**config.mk**
```make
export PLATFORM = sky130hd
export DESIGN_NAME = shell_token_splitter_core
export DESIGN_NICKNAME = d
export VERILOG_FILES = /design/src/stsp_pkg.sv /design/src/stsp_lexer.sv /design/src/stsp_rsp_queue.sv /design/src/shell_token_splitter_core.sv
export SDC_FILE = /design/constraint.sdc
export NUM_CORES = 1
export LEC_CHECK = 0
export ABC_AREA = 1
export BUFFER_PORTS_ARGS = -buffer_cell sky130_fd_sc_hd__buf_2
export CORE_ASPECT_RATIO = 1.1
export CORE_MARGIN = 5
export CORE_UTILIZATION = 61
export CTS_CLUSTER_DIAMETER = 60
export DETAILED_ROUTE_END_ITERATION = 12
export PLACE_DENSITY = 0.81
export SETUP_SLACK_MARGIN = 0.5
export SYNTH_ARGS = -nofsm -noshare
export SYNTH_HDL_FRONTEND = slang
export SYNTH_HIERARCHICAL = 1
export SYNTH_SLANG_ARGS = --single-unit
```
**constraint.sdc**
```tcl
create_clock -name clock -period 5.5 [get_ports clock]
set_input_delay 1.1 -clock clock [delete_from_list [all_inputs] [get_ports clock]]
set_output_delay 1.1 -clock clock [all_outputs]
set_load 0.01 [all_outputs]
```
**src/stsp_pkg.sv**
```systemverilog
// ----------------------------------------------------------------------------
// stsp_pkg: shared types and constants of the shell token splitter
// Character codes, lexer modes, lexer state and result word layout.
// ----------------------------------------------------------------------------
package stsp_pkg;

   localparam logic [7:0] CH_SEMI   = 8'h3B;
   localparam logic [7:0] CH_PIPE   = 8'h7C;
   localparam logic [7:0] CH_AMP    = 8'h26;
   localparam logic [7:0] CH_DQUOTE = 8'h22;
   localparam logic [7:0] CH_SQUOTE = 8'h27;
   localparam logic [7:0] CH_SPACE  = 8'h20;
   localparam logic [7:0] CH_TAB    = 8'h09;
   localparam logic [7:0] CH_CR     = 8'h0D;

   localparam int RSP_DATA_W = 16;

   typedef enum logic [2:0] {
      MODE_NORMAL = 3'd0,
      MODE_SQUOTE = 3'd1,
      MODE_DQUOTE = 3'd2,
      MODE_PIPE   = 3'd3,
      MODE_AMP    = 3'd4
   } stsp_mode_type;

   typedef struct packed {
      logic          word_open;
      stsp_mode_type mode;
   } stsp_state_type;

   localparam stsp_state_type STATE_RESET = '{word_open: 1'b0, mode: MODE_NORMAL};

   typedef struct packed {
      logic       last_of_run;
      logic       stream_done;
      logic       quote_error;
      logic       token_done;
      logic [7:0] token_char;
      logic       char_valid;
   } stsp_result_type;

   typedef struct packed {
      logic [1:0]      count;
      stsp_result_type res1;
      stsp_result_type res0;
   } stsp_lex_out_type;

   function automatic stsp_result_type mk_result(logic valid, logic [7:0] ch, logic done,
                                                 logic qerr, logic sdone);
      stsp_result_type r;
      r.char_valid  = valid;
      r.token_char  = ch;
      r.token_done  = done;
      r.quote_error = qerr;
      r.stream_done = sdone;
      r.last_of_run = 1'b0;
      return r;
   endfunction

endpackage

```
**src/stsp_lexer.sv**
```systemverilog
// ----------------------------------------------------------------------------
// stsp_lexer: next-state and result decode for one input word
// Produces up to two results and the lexer state after the word.
// ----------------------------------------------------------------------------
module stsp_lexer (
   input  stsp_pkg::stsp_state_type   cur_state,
   input  logic [7:0]                 text_byte,
   input  logic                       end_of_text,
   output stsp_pkg::stsp_state_type   next_state,
   output stsp_pkg::stsp_lex_out_type lex_out
);
   import stsp_pkg::*;

   stsp_result_type slot [2];
   logic [1:0]      n;
   logic            w;
   logic            do_normal;
   logic            blank;
   logic [7:0]      quote_ch;
   logic [7:0]      op_ch;

   assign blank    = (text_byte == CH_SPACE) || (text_byte >= CH_TAB && text_byte <= CH_CR);
   assign quote_ch = (cur_state.mode == MODE_SQUOTE) ? CH_SQUOTE : CH_DQUOTE;
   assign op_ch    = (cur_state.mode == MODE_PIPE) ? CH_PIPE : CH_AMP;

   always_comb begin
      n          = 2'd0;
      slot[0]    = mk_result(1'b0, 8'h00, 1'b0, 1'b0, 1'b0);
      slot[1]    = mk_result(1'b0, 8'h00, 1'b0, 1'b0, 1'b0);
      next_state = cur_state;
      w          = cur_state.word_open;
      do_normal  = 1'b0;

      unique case (cur_state.mode)
         MODE_SQUOTE, MODE_DQUOTE: begin
            if (end_of_text) begin
               slot[0]    = mk_result(1'b0, 8'h00, 1'b0, 1'b1, 1'b1);
               n          = 2'd1;
               next_state = STATE_RESET;
            end else if (text_byte == quote_ch) begin
               next_state.mode = MODE_NORMAL;
            end else begin
               slot[0]              = mk_result(1'b1, text_byte, 1'b0, 1'b0, 1'b0);
               n                    = 2'd1;
               next_state.word_open = 1'b1;
            end
         end
         MODE_PIPE, MODE_AMP: begin
            if (end_of_text) begin
               slot[0]    = mk_result(1'b0, 8'h00, 1'b1, 1'b0, 1'b1);
               n          = 2'd1;
               next_state = STATE_RESET;
            end else if (text_byte == op_ch) begin
               slot[0]    = mk_result(1'b1, text_byte, 1'b1, 1'b0, 1'b0);
               n          = 2'd1;
               next_state = STATE_RESET;
            end else begin
               slot[0]    = mk_result(1'b0, 8'h00, 1'b1, 1'b0, 1'b0);
               n          = 2'd1;
               next_state = STATE_RESET;
               w          = 1'b0;
               do_normal  = 1'b1;
            end
         end
         default: begin
            next_state.mode = MODE_NORMAL;
            if (end_of_text) begin
               slot[0]    = mk_result(1'b0, 8'h00, w, 1'b0, 1'b1);
               n          = 2'd1;
               next_state = STATE_RESET;
            end else begin
               do_normal = 1'b1;
            end
         end
      endcase

      if (do_normal) begin
         priority if (blank) begin
            if (w) begin
               slot[n[0]] = mk_result(1'b0, 8'h00, 1'b1, 1'b0, 1'b0);
               n          = n + 2'd1;
            end
            next_state.word_open = 1'b0;
         end else if (text_byte == CH_SEMI) begin
            if (w) begin
               slot[n[0]] = mk_result(1'b0, 8'h00, 1'b1, 1'b0, 1'b0);
               n          = n + 2'd1;
            end
            slot[n[0]]           = mk_result(1'b1, text_byte, 1'b1, 1'b0, 1'b0);
            n                    = n + 2'd1;
            next_state.word_open = 1'b0;
         end else if (text_byte == CH_PIPE || text_byte == CH_AMP) begin
            if (w) begin
               slot[n[0]] = mk_result(1'b0, 8'h00, 1'b1, 1'b0, 1'b0);
               n          = n + 2'd1;
            end
            slot[n[0]]           = mk_result(1'b1, text_byte, 1'b0, 1'b0, 1'b0);
            n                    = n + 2'd1;
            next_state.word_open = 1'b1;
            next_state.mode      = (text_byte == CH_PIPE) ? MODE_PIPE : MODE_AMP;
         end else if (text_byte == CH_SQUOTE) begin
            next_state.mode = MODE_SQUOTE;
         end else if (text_byte == CH_DQUOTE) begin
            next_state.mode = MODE_DQUOTE;
         end else begin
            slot[n[0]]           = mk_result(1'b1, text_byte, 1'b0, 1'b0, 1'b0);
            n                    = n + 2'd1;
            next_state.word_open = 1'b1;
         end
      end

      if (n == 2'd1) begin
         slot[0].last_of_run = 1'b1;
      end
      if (n == 2'd2) begin
         slot[1].last_of_run = 1'b1;
      end

      lex_out.count = n;
      lex_out.res0  = slot[0];
      lex_out.res1  = slot[1];
   end

endmodule

```
**src/stsp_rsp_queue.sv**
```systemverilog
// ----------------------------------------------------------------------------
// stsp_rsp_queue: four-entry result queue
// Takes up to two results a cycle, hands out one; ready while two are free.
// ----------------------------------------------------------------------------
module stsp_rsp_queue (
   input  logic                      clock,
   input  logic                      reset,
   input  logic [1:0]                push_count,
   input  stsp_pkg::stsp_result_type push_res0,
   input  stsp_pkg::stsp_result_type push_res1,
   input  logic                      pop,
   output stsp_pkg::stsp_result_type head,
   output logic                      head_valid,
   output logic                      room
);
   import stsp_pkg::*;

   stsp_result_type entries_ff [4];
   logic [1:0]      wr_ptr_ff, wr_ptr_in;
   logic [1:0]      rd_ptr_ff, rd_ptr_in;
   logic [2:0]      count_ff, count_in;
   logic            do_pop;

   assign head_valid = (count_ff != 3'd0);
   assign head       = entries_ff[rd_ptr_ff];
   assign room       = (count_ff <= 3'd2);
   assign do_pop     = pop && head_valid;

   assign wr_ptr_in = wr_ptr_ff + push_count;
   assign rd_ptr_in = rd_ptr_ff + {1'b0, do_pop};
   assign count_in  = count_ff + {1'b0, push_count} - {2'b00, do_pop};

   always_ff @(posedge clock) begin
      if (reset) begin
         wr_ptr_ff <= '0;
         rd_ptr_ff <= '0;
         count_ff  <= '0;
      end else begin
         wr_ptr_ff <= wr_ptr_in;
         rd_ptr_ff <= rd_ptr_in;
         count_ff  <= count_in;
      end
   end

   always_ff @(posedge clock) begin
      if (push_count != 2'd0) begin
         entries_ff[wr_ptr_ff] <= push_res0;
      end
      if (push_count == 2'd2) begin
         entries_ff[wr_ptr_ff + 2'd1] <= push_res1;
      end
   end

   a_count_bound: assert property (@(posedge clock) disable iff (reset)
      count_ff <= 3'd4)
      else $error("result queue count out of range");

   a_ptr_gap: assert property (@(posedge clock) disable iff (reset)
      (wr_ptr_ff - rd_ptr_ff) == count_ff[1:0])
      else $error("result queue pointers disagree with count");

   a_push_room: assert property (@(posedge clock) disable iff (reset)
      (push_count != 2'd0) |-> room)
      else $error("result queue pushed without room");

endmodule

```
**src/shell_token_splitter_core.sv**
```systemverilog
// ----------------------------------------------------------------------------
// shell_token_splitter_core: streaming shell command tokenizer
// Splits a byte stream into token characters with token-end marks.
//
//  channel | dir | tdata                       | tlast
//  req     | in  | text_byte                   | end_of_text
//  rsp     | out | see rsp_tdata port comment  | last_of_run
//
// One input word per cycle while req_tready is high; its results are registered
// into the result queue when it is taken. A word that yields two results needs
// two output transfers, absorbed by the four-entry result queue.
// Input is taken while at least two queue entries are free, independent of
// rsp_tready. Reset is synchronous and returns the lexer to normal mode with
// no token open and empties the queue.
// ----------------------------------------------------------------------------
module shell_token_splitter_core (
   input  logic                           clock,
   input  logic                           reset,
   input  logic                           req_tvalid,
   output logic                           req_tready,
   input  logic [7:0]                     req_tdata,   // [7:0] text_byte
   input  logic                           req_tlast,   // end_of_text
   output logic                           rsp_tvalid,
   input  logic                           rsp_tready,
   output logic [stsp_pkg::RSP_DATA_W-1:0] rsp_tdata,  // [0] char_valid, [8:1] token_char,
                                                       // [9] token_done, [10] quote_error,
                                                       // [11] stream_done, [15:12] zero
   output logic                           rsp_tlast    // last_of_run
);
   import stsp_pkg::*;

   stsp_state_type   state_ff, state_in;
   stsp_state_type   lex_next;
   stsp_lex_out_type lex_out;
   stsp_result_type  head;
   logic             accept;
   logic             room;
   logic [1:0]       push_count;

   assign req_tready = room;
   assign accept     = req_tvalid && room;
   assign push_count = accept ? lex_out.count : 2'd0;
   assign state_in   = accept ? lex_next : state_ff;

   stsp_lexer u_lexer (
      .cur_state   (state_ff),
      .text_byte   (req_tdata),
      .end_of_text (req_tlast),
      .next_state  (lex_next),
      .lex_out     (lex_out)
   );

   stsp_rsp_queue u_queue (
      .clock      (clock),
      .reset      (reset),
      .push_count (push_count),
      .push_res0  (lex_out.res0),
      .push_res1  (lex_out.res1),
      .pop        (rsp_tready),
      .head       (head),
      .head_valid (rsp_tvalid),
      .room       (room)
   );

   always_ff @(posedge clock) begin
      if (reset) begin
         state_ff <= STATE_RESET;
      end else begin
         state_ff <= state_in;
      end
   end

   assign rsp_tdata = {4'b0000, head.stream_done, head.quote_error, head.token_done,
                       head.token_char, head.char_valid};
   assign rsp_tlast = head.last_of_run;

   a_eot_clears: assert property (@(posedge clock) disable iff (reset)
      (accept && req_tlast) |=> (state_ff == STATE_RESET))
      else $error("lexer state not cleared after end of text");

   a_done_is_last: assert property (@(posedge clock) disable iff (reset)
      (rsp_tvalid && head.stream_done) |-> head.last_of_run)
      else $error("stream end not on last word of run");

   a_qerr_form: assert property (@(posedge clock) disable iff (reset)
      (rsp_tvalid && head.quote_error) |-> (head.stream_done && !head.token_done))
      else $error("malformed quote error word");

endmodule
```
== Word level (Yosys, flattened, before mapping) ==
Memories as Yosys holds them, arrays and structs flattened. A register that Yosys moved wholly into a read port is not among the register bits.
Cells that the tools add are included.

* $add $sub $neg: 8
* Magnitude comparators: 9
* Equality and inequality tests: 15
* Muxes and demuxes: 80
* Bitwise operators: 6
* Reduce and logical (&&, ||, !) cells: 12

{| class="wikitable"
|+ Operators by type and width
! cell !! number
|-
| 26-bit 2-to-1 mux || 14
|-
| 26-bit bitwise mux || 3
|-
| 13-bit 2-to-1 mux || 5
|-
| 8-bit by 6-bit equality test with 1-bit output, second input constant || 5
|-
| 13-bit demux with 1-bit select || 3
|-
| 2-bit 2-to-1 mux || 17
|-
| 13-bit case mux with 2 select lines || 1
|-
| 24-bit AND || 1
|-
| 24-bit inverter || 1
|-
| 3-bit 2-to-1 mux || 7
|-
| 1-bit 2-to-1 mux || 19
|-
| 9-bit 2-to-1 mux || 2
|-
| 8-bit equality test || 2
|-
| 4-bit 2-to-1 mux || 4
|-
| 12-bit 2-to-1 mux || 1
|-
| 2-bit by 1-bit adder with 2-bit output, second input constant || 4
|-
| 8-bit by 7-bit equality test with 1-bit output, second input constant || 1
|-
| 8-bit by 4-bit greater-or-equal comparator with 1-bit output, second input constant || 1
|-
| 8-bit by 4-bit less-or-equal comparator with 1-bit output, second input constant || 1
|-
| 4-bit case mux with 2 select lines || 1
|-
| 7-bit 2-to-1 mux || 1
|-
| 3-bit by 2-bit equality test with 1-bit output, second input constant || 2
|-
| 2-bit greater-or-equal comparator, second input constant || 3
|-
| 1-bit logical AND || 6
|-
| other kinds (18) || 25
|}

* Flip-flop bits (word level): 11
* Memory bits (writable): 52
* Bits of input ports: 13
* Output and inout bits: 19
* Word-level logic and storage cells: 136
* Memories kept: 1

{| class="wikitable"
|+ Memories
! memory !! words !! bits a word !! rd ports !! clocked after Yosys merged registers in !! wr ports !! line !! source
|-
| u_queue.entries_ff || 4 || 13 || 1 || 1 || 2 || stsp_rsp_queue.sv:18 || <nowiki>stsp_result_type entries_ff [4];</nowiki>
|}

== Longest topological paths before layout ==
Gate-level depths: netlist (run 1).

* Word-level depth: 24
* Depth in mapped cells: 24
* Gate-level depth less buffers: 24

== Modules after synthesis ==
Netlist (run 1), hierarchy kept.

{| class="wikitable"
|+ By module, submodules not included
! module !! times used !! cells an instance !! area an instance (µm²) !! seq. area each (µm²)
|-
| stsp_rsp_queue || 1 || 310 || 3153.0 || 1701.6
|-
| stsp_lexer || 1 || 190 || 919.6 || 0.0
|-
| shell_token_splitter_core || 1 || 35 || 214.0 || 80.1
|}

== Worst setup path before layout (run 1) ==
OpenSTA, ideal clock, no wires.

* Path kind: input to register
* From: in req_tdata[3]
* To: mem u_queue/entries_ff[0][0] (netlist name), enable pin
* Setup time: 404 ps
* Arrival: 4103 ps
* Data required time: 5096 ps
* Path slack: 993 ps
* Stages on the path: 17
* Buffers on the path: 0
* Cell sequence: inv_1 -> nand3_1 -> o21ai_0 -> nand3_1 -> nand2_1 -> inv_1 -> nor2_2 -> ha_1 -> inv_1 -> a21oi_1 -> o21ai_1 -> nand2_1 -> nand2_2 -> inv_1 -> nor2_1 -> nor2_1 -> o31ai_1

{| class="wikitable"
|+ RTL lines
! item !! line !! source
|-
| from (decl) || shell_token_splitter_core.sv:21 || <nowiki>input logic [7:0] req_tdata,</nowiki>
|-
| to (decl) || stsp_rsp_queue.sv:18 ||
|}

==> impl_metrics.env, run 1 <==
export IMPL_cts_setup_buffers=0
export IMPL_slew_headroom_pct=30.6
export IMPL_finalCriticalPeriod_ps=4070
export IMPL_die_y_um=97.9
export IMPL_drv_cap=0
export IMPL_synth_async_reset_ratio_pct=0
export IMPL_crit_path_end_kind="register"
export IMPL_synthCells=535
export IMPL_yosysSeqAreaShare_pct=41.6
export IMPL_io_buffers=27
export IMPL_io_pins=32
export IMPL_grt_pass1_vias=3559
export IMPL_routed_via_density=5.66
export IMPL_cp_max_fo=13
export IMPL_start_util_pct=61.9
export IMPL_wirelength_um=9980
export IMPL_setup_viol=0
export IMPL_num_vias=3676
export IMPL_dp_hpwl_um=7290
export IMPL_rsz0062_at_grt="no"
export IMPL_leakagePower_nw=1.91
export IMPL_root_buffer="clkbuf_8"
export IMPL_crit_type="input port to register"
export IMPL_period_share_pct=73.9
export IMPL_grt_overflow=0
export IMPL_drt_first_pass_iters=5
export IMPL_synth_warnings=6
export IMPL_grt_util_all_layers_pct=22.9
export IMPL_dieArea_um2=8810
export IMPL_ant_nets=0
export IMPL_drt_iter0_markers=201
export IMPL_cts_htree_levels=3
export IMPL_start_kind="input port"
export IMPL_clkTransAtPathRegs_ps=70
export IMPL_ctsHoldBuffers=0
export IMPL_synth_edf_count=52
export IMPL_grt_pass1_wl_um=16500
export IMPL_cts_resized=0
export IMPL_rows=32
export IMPL_report_power_total_mw=1.91
export IMPL_drc_errors=0
export IMPL_clock_latency_ps=330
export IMPL_worstPathArrival_ps=4090
export IMPL_gp_congestion=0.873
export IMPL_coreArea_um2=6930
export IMPL_tns_ps=0
export IMPL_die_width_um=89.9
export IMPL_numCtsBuffers=9
export IMPL_yosys_register_bits=63
export IMPL_drive_gt1_share_pct=24.3
export IMPL_syn_avg_cell_area_um2=8.01
export IMPL_layout_nets=579
export IMPL_peakVddDrop_mv=0.309
export IMPL_routedWlPerCell_um=15.4
export IMPL_synthFlopType="edfxtp_1"
export IMPL_power_density_nw_per_um2=414
export IMPL_hold_class="register to register"
export IMPL_worstMarginPinSlew_ps=1040
export IMPL_drv_slew=0
export IMPL_fmax_mhz=246
export IMPL_synth_area_um2=4290
export IMPL_fin_skew_ps=13.2
export IMPL_run_status="finished clean"
export IMPL_grt_max_degree=31
export IMPL_cts_sinks=63
export IMPL_yosysUniqueCellTypes=40
export IMPL_antenna_found_initial=0
export IMPL_antennaDiodeCount=0
export IMPL_area_growth_syn_to_layout_pct=7.56
export IMPL_cts_tree="built"
export IMPL_worst_ep_required_time_ps=5520
export IMPL_final_hold_viol_count=0
export IMPL_cts_buffer_depth=2
[registers in the layout, indices dropped and copies added (netlist names)]
register            cells
u_queue/count_ff        3
state_ff                4
u_queue/wr_ptr_ff       2
u_queue/rd_ptr_ff       2
u_queue/entries_ff     52
[where the power goes]
part / switching [mW] / internal [mW] / leakage, nW
logic: 0.525 / 0.266 / 1.24
clock network: 0.184 / 0.208 / 0.0960
registers: 0.0699 / 0.657 / 0.572
total: 0.778 / 1.13 / 1.91
[kinds of logic (layout without fill, tap and decap cells)]
kind of cell / count (synthesis) / in the layout / share of synthesized area, %
AO/OA/AOI/OAI: 121 / 121 / 18.9
flip-flops: 63 / 63 / 41.6
AND/OR/NAND/NOR: 244 / 244 / 26.2
adder cells (fa/ha/maj): 7 / 7 / 2.22
buffers and inverters: 95 / 120 / 10.4
XOR/XNOR: 3 / 3 / 0.613
other: 2 / 6 / 0.175
[worst max-delay path: stages]
cell,delay [ps]
buf_2,130
inv_1,150
nand3_1,80
o21ai_0,160
nand3_1,130
nand2_1,150
inv_1,70
nor2_2,130
ha_1,270
inv_1,120
a21oi_1,90
o21ai_1,80
nand2_1,100
nand2_2,80
inv_1,40
nor2_1,430
nor2_1,240
o31ai_2,240
buf_4,290
[final cells by class]
| cell class | count | area (um2) |
|---|---|---|
| clock buffer | 10 | 128 |
| tap | 85 | 106 |
| fill | 557 | 2320 |
| sequential | 63 | 1780 |
| timing repair buffer | 31 | 165 |
| clock inverter | 6 | 61.3 |
| inverter | 73 | 274 |
| multi-input combinational | 381 | 2090 |
[per-layer routing]
metal  routed length (um)  share of wire, %  track usage [%]  vias to the layer above
li1                     -                 -                -                     1811
met1                 4080                41             27.4                     1719
met2                 5160                52             40.9                      127
met3                  552               5.5             3.93                       19
met4                  195               2.0             8.48                        0
met5                    0                 0                0                        -
[metrics by stage]
step | setup slack (ps) | hold WS, ps | std cells | instance area, um2 | utilization [%]
5_1_grt | 1200 | 607 | 649 | 4610 | 66.6
2_1_floorplan | 993 | 515 | 539 | 4300 | -
3_5_place_dp | 1130 | 556 | 633 | 4420 | 63.8
3_3_place_gp | 1290 | 543 | 633 | 4420 | 63.8
6_report | 1430 | 562 | 649 | 4610 | 66.6
4_1_cts | 1470 | 566 | 649 | 4610 | 66.6
[path summary, 6_finish.rpt]
path	from	end	slack, ps	cells past startpoint
worst min-delay path	state_ff[3]	state_ff[3]	560	4
worst min register to register	state_ff[3]	state_ff[3]	560	4
worst max register to register	state_ff[1]	u_queue/entries_ff[0][3]	1890	19
worst max-delay path	req_tdata[3]	u_queue/entries_ff[0][3]	1430	19
[synth_stat cells (2+ instances only)]
library cell / count / area share (%)
conb_1: 2 / 0.18
nand2_2: 14 / 2.0
buf_4: 6 / 1.1
a31oi_1: 2 / 0.29
nor2_1: 74 / 6.5
nor2_4: 2 / 0.53
dfxtp_1: 11 / 5.1
nor2_2: 8 / 1.2
buf_6: 7 / 1.8
o31ai_1: 4 / 0.70
xnor2_1: 2 / 0.41
inv_2: 12 / 1.1
o21ai_1: 12 / 1.4
nor3_1: 12 / 1.4
buf_2: 2 / 0.23
nand4_1: 3 / 0.44
o21ai_2: 42 / 8.6
nand3_4: 4 / 1.6
clkbuf_1: 5 / 0.44
a21oi_1: 11 / 1.3
o21ai_0: 32 / 3.7
o22ai_1: 13 / 1.9
inv_1: 61 / 5.3
nand2_1: 110 / 9.6
edfxtp_1: 52 / 36
nand3_1: 13 / 1.5
ha_1: 6 / 1.8
[cell usage in the layout, fill, tap and decap left out, types with 8 or more instances in the layout]
| cell | count |
|---|---|
| a21oi_1 | 11 |
| buf_2 | 27 |
| clkbuf_8 | 9 |
| dfxtp_1 | 11 |
| edfxtp_1 | 52 |
| inv_1 | 61 |
| inv_2 | 12 |
| nand2_1 | 110 |
| nand2_2 | 14 |
| nand3_1 | 13 |
| nor2_1 | 74 |
| nor2_2 | 8 |
| nor3_1 | 12 |
| o21ai_0 | 32 |
| o21ai_1 | 12 |
| o21ai_2 | 42 |
| o22ai_1 | 13 |
Power figures use the tool's default switching activity.
==> run 2, diff against run 1 <==
==> constraint.sdc (replaced) <==
create_clock -name clock -period 4.1 [get_ports clock]
set_input_delay 0.82 -clock clock [delete_from_list [all_inputs] [get_ports clock]]
set_output_delay 0.82 -clock clock [all_outputs]
set_load 0.01 [all_outputs]
==> run 2 against run 1 <==
Effect of this change: sequential share of layout area down 1.2 points; die area unchanged; global-route usage down 0.47 points; register-to-register slack worse by 960 ps; non-clock buffer count up 11.
==> impl_metrics.env, run 2 (synthesis results as in run 1) <==
export IMPL_run_status="finished clean"
export IMPL_area_growth_syn_to_layout_pct=10.9
export IMPL_drc_errors=0
export IMPL_hold_class="register to register"
export IMPL_peakVddDrop_mv=0.302
export IMPL_design_area_um2=4760
export IMPL_timing_final_ws_setup_ps=730
export IMPL_worst_ep_required_time_ps=4370
export IMPL_final_common_cell="nand2_1"
export IMPL_grt_pass1_wl_um=16300
export IMPL_crit_path_end_kind="register"
export IMPL_layout_nets=590
export IMPL_dieArea_um2=8810
export IMPL_root_buffer="clkbuf_8"
export IMPL_report_power_total_mw=2.62
export IMPL_io_pins=32
export IMPL_final_hold_viol_count=0
export IMPL_cts_sinks=63
export IMPL_grt_pass1_vias=3494
export IMPL_power_density_nw_per_um2=550
export IMPL_worstPathArrival_ps=3640
export IMPL_placed_area_um2=4520
export IMPL_antenna_found_initial=0
export IMPL_rows=32
export IMPL_ant_nets=0
export IMPL_crit_type="input port to register"
export IMPL_period_share_pct=82.2
export IMPL_grt_overflow=0
export IMPL_slew_headroom_pct=50.3
export IMPL_routed_via_density=5.64
export IMPL_grt_util_all_layers_pct=22.4
export IMPL_fin_skew_ps=8.44
export IMPL_clock_latency_ps=330
export IMPL_dp_slack_ps=242
export IMPL_drt_first_pass_iters=7
export IMPL_final_cells=660
export IMPL_leakagePower_nw=1.96
export IMPL_numCtsBuffers=9
export IMPL_cp_max_fo=6
export IMPL_num_vias=3722
export IMPL_drive_gt1_share_pct=26.8
export IMPL_dpl_cell_count=639
export IMPL_gp_congestion=0.899
export IMPL_setup_viol=0
export IMPL_tns_ps=0
export IMPL_start_kind="input port"
export IMPL_fmax_mhz=297
export IMPL_cts_htree_levels=3
export IMPL_wirelength_um=10300
export IMPL_routedWlPerCell_um=15.6
export IMPL_coreArea_um2=6930
export IMPL_grt_max_degree=31
export IMPL_cts_buffer_depth=2
export IMPL_regMostFlops="u_queue/entries_ff"
export IMPL_reg_top3="u_queue/entries_ff: 52 flops, state_ff: 4 flops, u_queue/count_ff: 3 flops"
export IMPL_io_buffers=27
export IMPL_finalCriticalPeriod_ps=3370
export IMPL_drv_cap=0
export IMPL_die_y_um=97.9
export IMPL_cts_tree="built"
export IMPL_die_width_um=89.9
export IMPL_largest_reg_flops=52
export IMPL_drt_iter0_markers=317
export IMPL_worstMarginPinSlew_ps=745
export IMPL_drv_slew=0
export IMPL_rsz0062_at_grt="no"
export IMPL_start_util_pct=61.9
export IMPL_antennaDiodeCount=0
export IMPL_layout_common_cells="nand2_1, nor2_1, inv_1"
export IMPL_clkTransAtPathRegs_ps=70
export IMPL_dp_hpwl_um=7120
## run 2: final timing paths
| path | cells past startpoint | from | slack (ps) | to |
|---|---|---|---|---|
| hold / removal | 4 | state_ff[3] | 560 | state_ff[3] |
| setup / recovery | 25 | req_tdata[1] | 730 | u_queue/count_ff[2] |
| setup reg to reg | 23 | state_ff[1] | 930 | u_queue/count_ff[2] |
| hold reg to reg | 4 | state_ff[3] | 560 | state_ff[3] |
## run 2: critical path, cell delays in order
cell     delay [ps]
buf_2           130
inv_2           100
nand2_1          60
nor2_1           90
nand2_1          60
nand2_1          60
nand3_1         110
nand2_2         110
inv_1            50
nor2_2          120
inv_1            60
ha_1            190
nand2_1          80
nand2_1          50
nand2_1          70
nand2_2          70
inv_1           100
inv_1            50
nor2_2          210
inv_2           110
ha_1            310
fa_1            380
inv_1            60
nand2_1          50
a21oi_1         130
## run 2: area by class of cell
| cell class | count | area [um2] |
|---|---|---|
| tap | 85 | 106 |
| fill | 604 | 2170 |
| multi-input combinational | 381 | 2140 |
| sequential | 63 | 1780 |
| clock inverter | 6 | 61.3 |
| timing repair buffer | 42 | 260 |
| clock buffer | 10 | 128 |
| inverter | 73 | 274 |
## run 2: report_power, final
| group | internal [mW] | total (mW) | switching, mW | leakage (nW) |
|---|---|---|---|---|
| sequential | 0.881 | 0.954 | 0.0733 | 0.572 |
| clock | 0.279 | 0.524 | 0.245 | 0.0960 |
| combinational | 0.381 | 1.14 | 0.756 | 1.30 |
## run 2: repair_timing
item                                    CTS  global route
endpoints found under the setup margin    0           104
hold buffers                              0             0
resized for setup                         0             6
buffers inserted                          0             5
## run 2: metrics by stage
step / hold WS, ps / util [%]
floorplan: 515 / -
global placement: 544 / 65.2
detailed placement: 550 / 65.2
CTS: 563 / 67.9
global route: 612 / 68.7
finish: 557 / 68.7
## run 2: layer usage
layer  track usage (%)  wire, um  vias up
li1                  -         -     1834
met4              6.07       138        0
met3              4.16       425       13
met5                 0         0        -
met2              41.0      5550      118
met1              26.8      4190     1757
==> run 3, diff against run 2 <==
==> constraint.sdc (replaced) <==
create_clock -name clock -period 3.2 [get_ports clock]
set_input_delay 0.64 -clock clock [delete_from_list [all_inputs] [get_ports clock]]
set_output_delay 0.64 -clock clock [all_outputs]
set_load 0.01 [all_outputs]
==> run 3 against run 2 <==
Effect of this change: non-clock buffer count increased by 66; die area unchanged; combinational power grew 94%; clock-buffer cell count is 2 higher; design area grew 28%; sequential cell count did not move; first-iteration DRC count up 110%; highest routed layer unchanged.
==> impl_metrics.env, run 3 (synthesis results as in run 1) <==
export IMPL_cts_sinks=63
export IMPL_dieArea_um2=8810
export IMPL_rows=32
export IMPL_design_area_um2=6080
export IMPL_dp_hpwl_um=7850
export IMPL_crit_start="req_tdata[4]"
export IMPL_hold_class="input port to register"
export IMPL_clkTransAtPathRegs_ps=70
export IMPL_routedWlPerCell_um=23.0
export IMPL_slew_headroom_pct=39.5
export IMPL_routed_via_density=6.64
export IMPL_start_kind="input port"
export IMPL_placed_area_um2=5040
export IMPL_drv_cap=0
export IMPL_drv_slew=0
export IMPL_start_util_pct=61.9
export IMPL_root_buffer="clkbuf_8"
export IMPL_peakVddDrop_mv=0.416
export IMPL_finalCriticalPeriod_ps=3090
export IMPL_area_growth_syn_to_layout_pct=41.8
export IMPL_layout_nets=657
export IMPL_wirelength_um=16700
export IMPL_cp_max_fo=7
export IMPL_numCtsBuffers=9
export IMPL_coreArea_um2=6930
export IMPL_clock_latency_ps=360
export IMPL_period_share_pct=96.5
export IMPL_worstMarginPinSlew_ps=904
export IMPL_power_density_nw_per_um2=689
export IMPL_final_common_cell="nand2_1"
export IMPL_final_hold_viol_count=0
export IMPL_critPathMaxStageDelay_ps=290
export IMPL_regToRegSetupSlack_ps=120
export IMPL_r2r_start="state_ff[2]"
export IMPL_setup_viol=0
export IMPL_ant_nets=0
export IMPL_antennaDiodeCount=0
export IMPL_io_buffers=27
export IMPL_grt_pass1_vias=4331
export IMPL_ctsHoldBuffers=0
export IMPL_reg2regPathDepth=21
export IMPL_path_cells="buf_12, nor2_4, nand2_2, nor2_4, nand3_2, nand2_4, nand2_4, ha_4, inv_4, a21oi_2, o21ai_1, nand2_1, nand2_2, inv_2, nor2_4, buf_12, nor2_8, buf_6, nand3_4, buf_12, nand2_2, o21ai_1"
export IMPL_worstPathArrival_ps=3170
export IMPL_layout_common_cells="nand2_1, nor2_1, inv_1"
export IMPL_leakagePower_nw=2.51
export IMPL_grt_overflow=0
export IMPL_io_pins=32
export IMPL_drt_first_pass_iters=8
export IMPL_cts_buffer_depth=2
export IMPL_die_y_um=97.9
export IMPL_antenna_found_initial=0
export IMPL_cts_htree_levels=3
export IMPL_crit_path_end_kind="register"
export IMPL_run_status="finished clean"
export IMPL_timing_rr_end="u_queue/entries_ff[3][1]"
export IMPL_grt_util_all_layers_pct=29.8
export IMPL_regMostFlops="u_queue/entries_ff"
export IMPL_tns_ps=0
export IMPL_cts_tree="built"
export IMPL_rsz0062_at_grt="yes"
export IMPL_crit_slowest_cell="ha_4"
export IMPL_drt_iter0_markers=668
export IMPL_grt_max_degree=31
export IMPL_endpoint="u_queue/entries_ff[3][1]"
export IMPL_worst_ep_required_time_ps=3290
export IMPL_fin_util_pct=87.8
export IMPL_fin_skew_ps=18.1
export IMPL_drc_errors=0
export IMPL_largest_reg_flops=52
export IMPL_grt_pass1_wl_um=21000
export IMPL_fmax_mhz=324
export IMPL_finalHoldWorstSlack_ps=542
export IMPL_reg_top3="u_queue/entries_ff: 52 flops, state_ff: 4 flops, u_queue/count_ff: 3 flops"
export IMPL_gp_congestion=0.919
export IMPL_drive_gt1_share_pct=45.6
export IMPL_num_vias=4827
export IMPL_crit_type="input port to register"
export IMPL_die_width_um=89.9
[run 3: metrics by stage]
| step | setup WS (ps) | std cells | power (mW) |
|---|---|---|---|
| 2_1_floorplan | 162 | 539 | 2.36 |
| 3_3_place_gp | -10.3 | 671 | 2.84 |
| 3_5_place_dp | -126 | 671 | 2.91 |
| 4_1_cts | 315 | 715 | 3.78 |
| 5_1_grt | 3.29 | 727 | 4.34 |
| 6_report | 112 | 727 | 4.19 |
[run 3: where the power goes]
| group | switching (mW) | total [mW] | internal, mW |
|---|---|---|---|
| registers | 0.123 | 1.26 | 1.13 |
| clock network | 0.339 | 0.718 | 0.378 |
| logic | 1.35 | 2.21 | 0.861 |
| total | 1.81 | 4.19 | 2.37 |
[run 3: worst min-delay path by stage]
stage                     slack (ps)              endpoint        start  cells past startpoint
final                            540   u_queue/count_ff[0]        reset                      2
after CTS                        530   u_queue/count_ff[1]        reset                      2
after detailed placement         560           state_ff[3]  state_ff[3]                      4
after global placement           540           state_ff[3]  state_ff[3]                      4
after global routing             540  u_queue/wr_ptr_ff[0]        reset                      2
after floorplan                  520           state_ff[3]  state_ff[3]                      4
[run 3: final cells by class]
cell class | count | area [um2]
Multi-Input combinational cell | 381 | 2510
Timing Repair inverter | 1 | 7.51
Clock inverter | 4 | 46.3
Clock buffer | 12 | 145
Inverter | 73 | 313
Tap cell | 85 | 106
Timing Repair Buffer | 108 | 1160
Sequential cell | 63 | 1790
Fill cell | 307 | 848
[run 3: routing by layer]
layer	global-route usage, %	up-vias	routed length, um
met2	51.7	477	7840
met5	0	-	0
met4	20.8	0	1500
met3	6.39	187	2050
li1	-	1986	-
met1	32.1	2177	5370
[run 3: repair_timing]
action	in CTS	in global routing
resized for setup	45	54
pin swaps	17	7
endpoints found under the setup margin	106	117
cloned	6	3
buffers inserted	22	9
[run 3: critical path, delay by kind of cell]
family | cells | cell delay (ps)
AND/OR/NAND/NOR | 12 | 1190
buffers and inverters | 6 | 710
AO/OA/AOI/OAI | 3 | 330
adder cells (fa/ha/maj) | 1 | 290
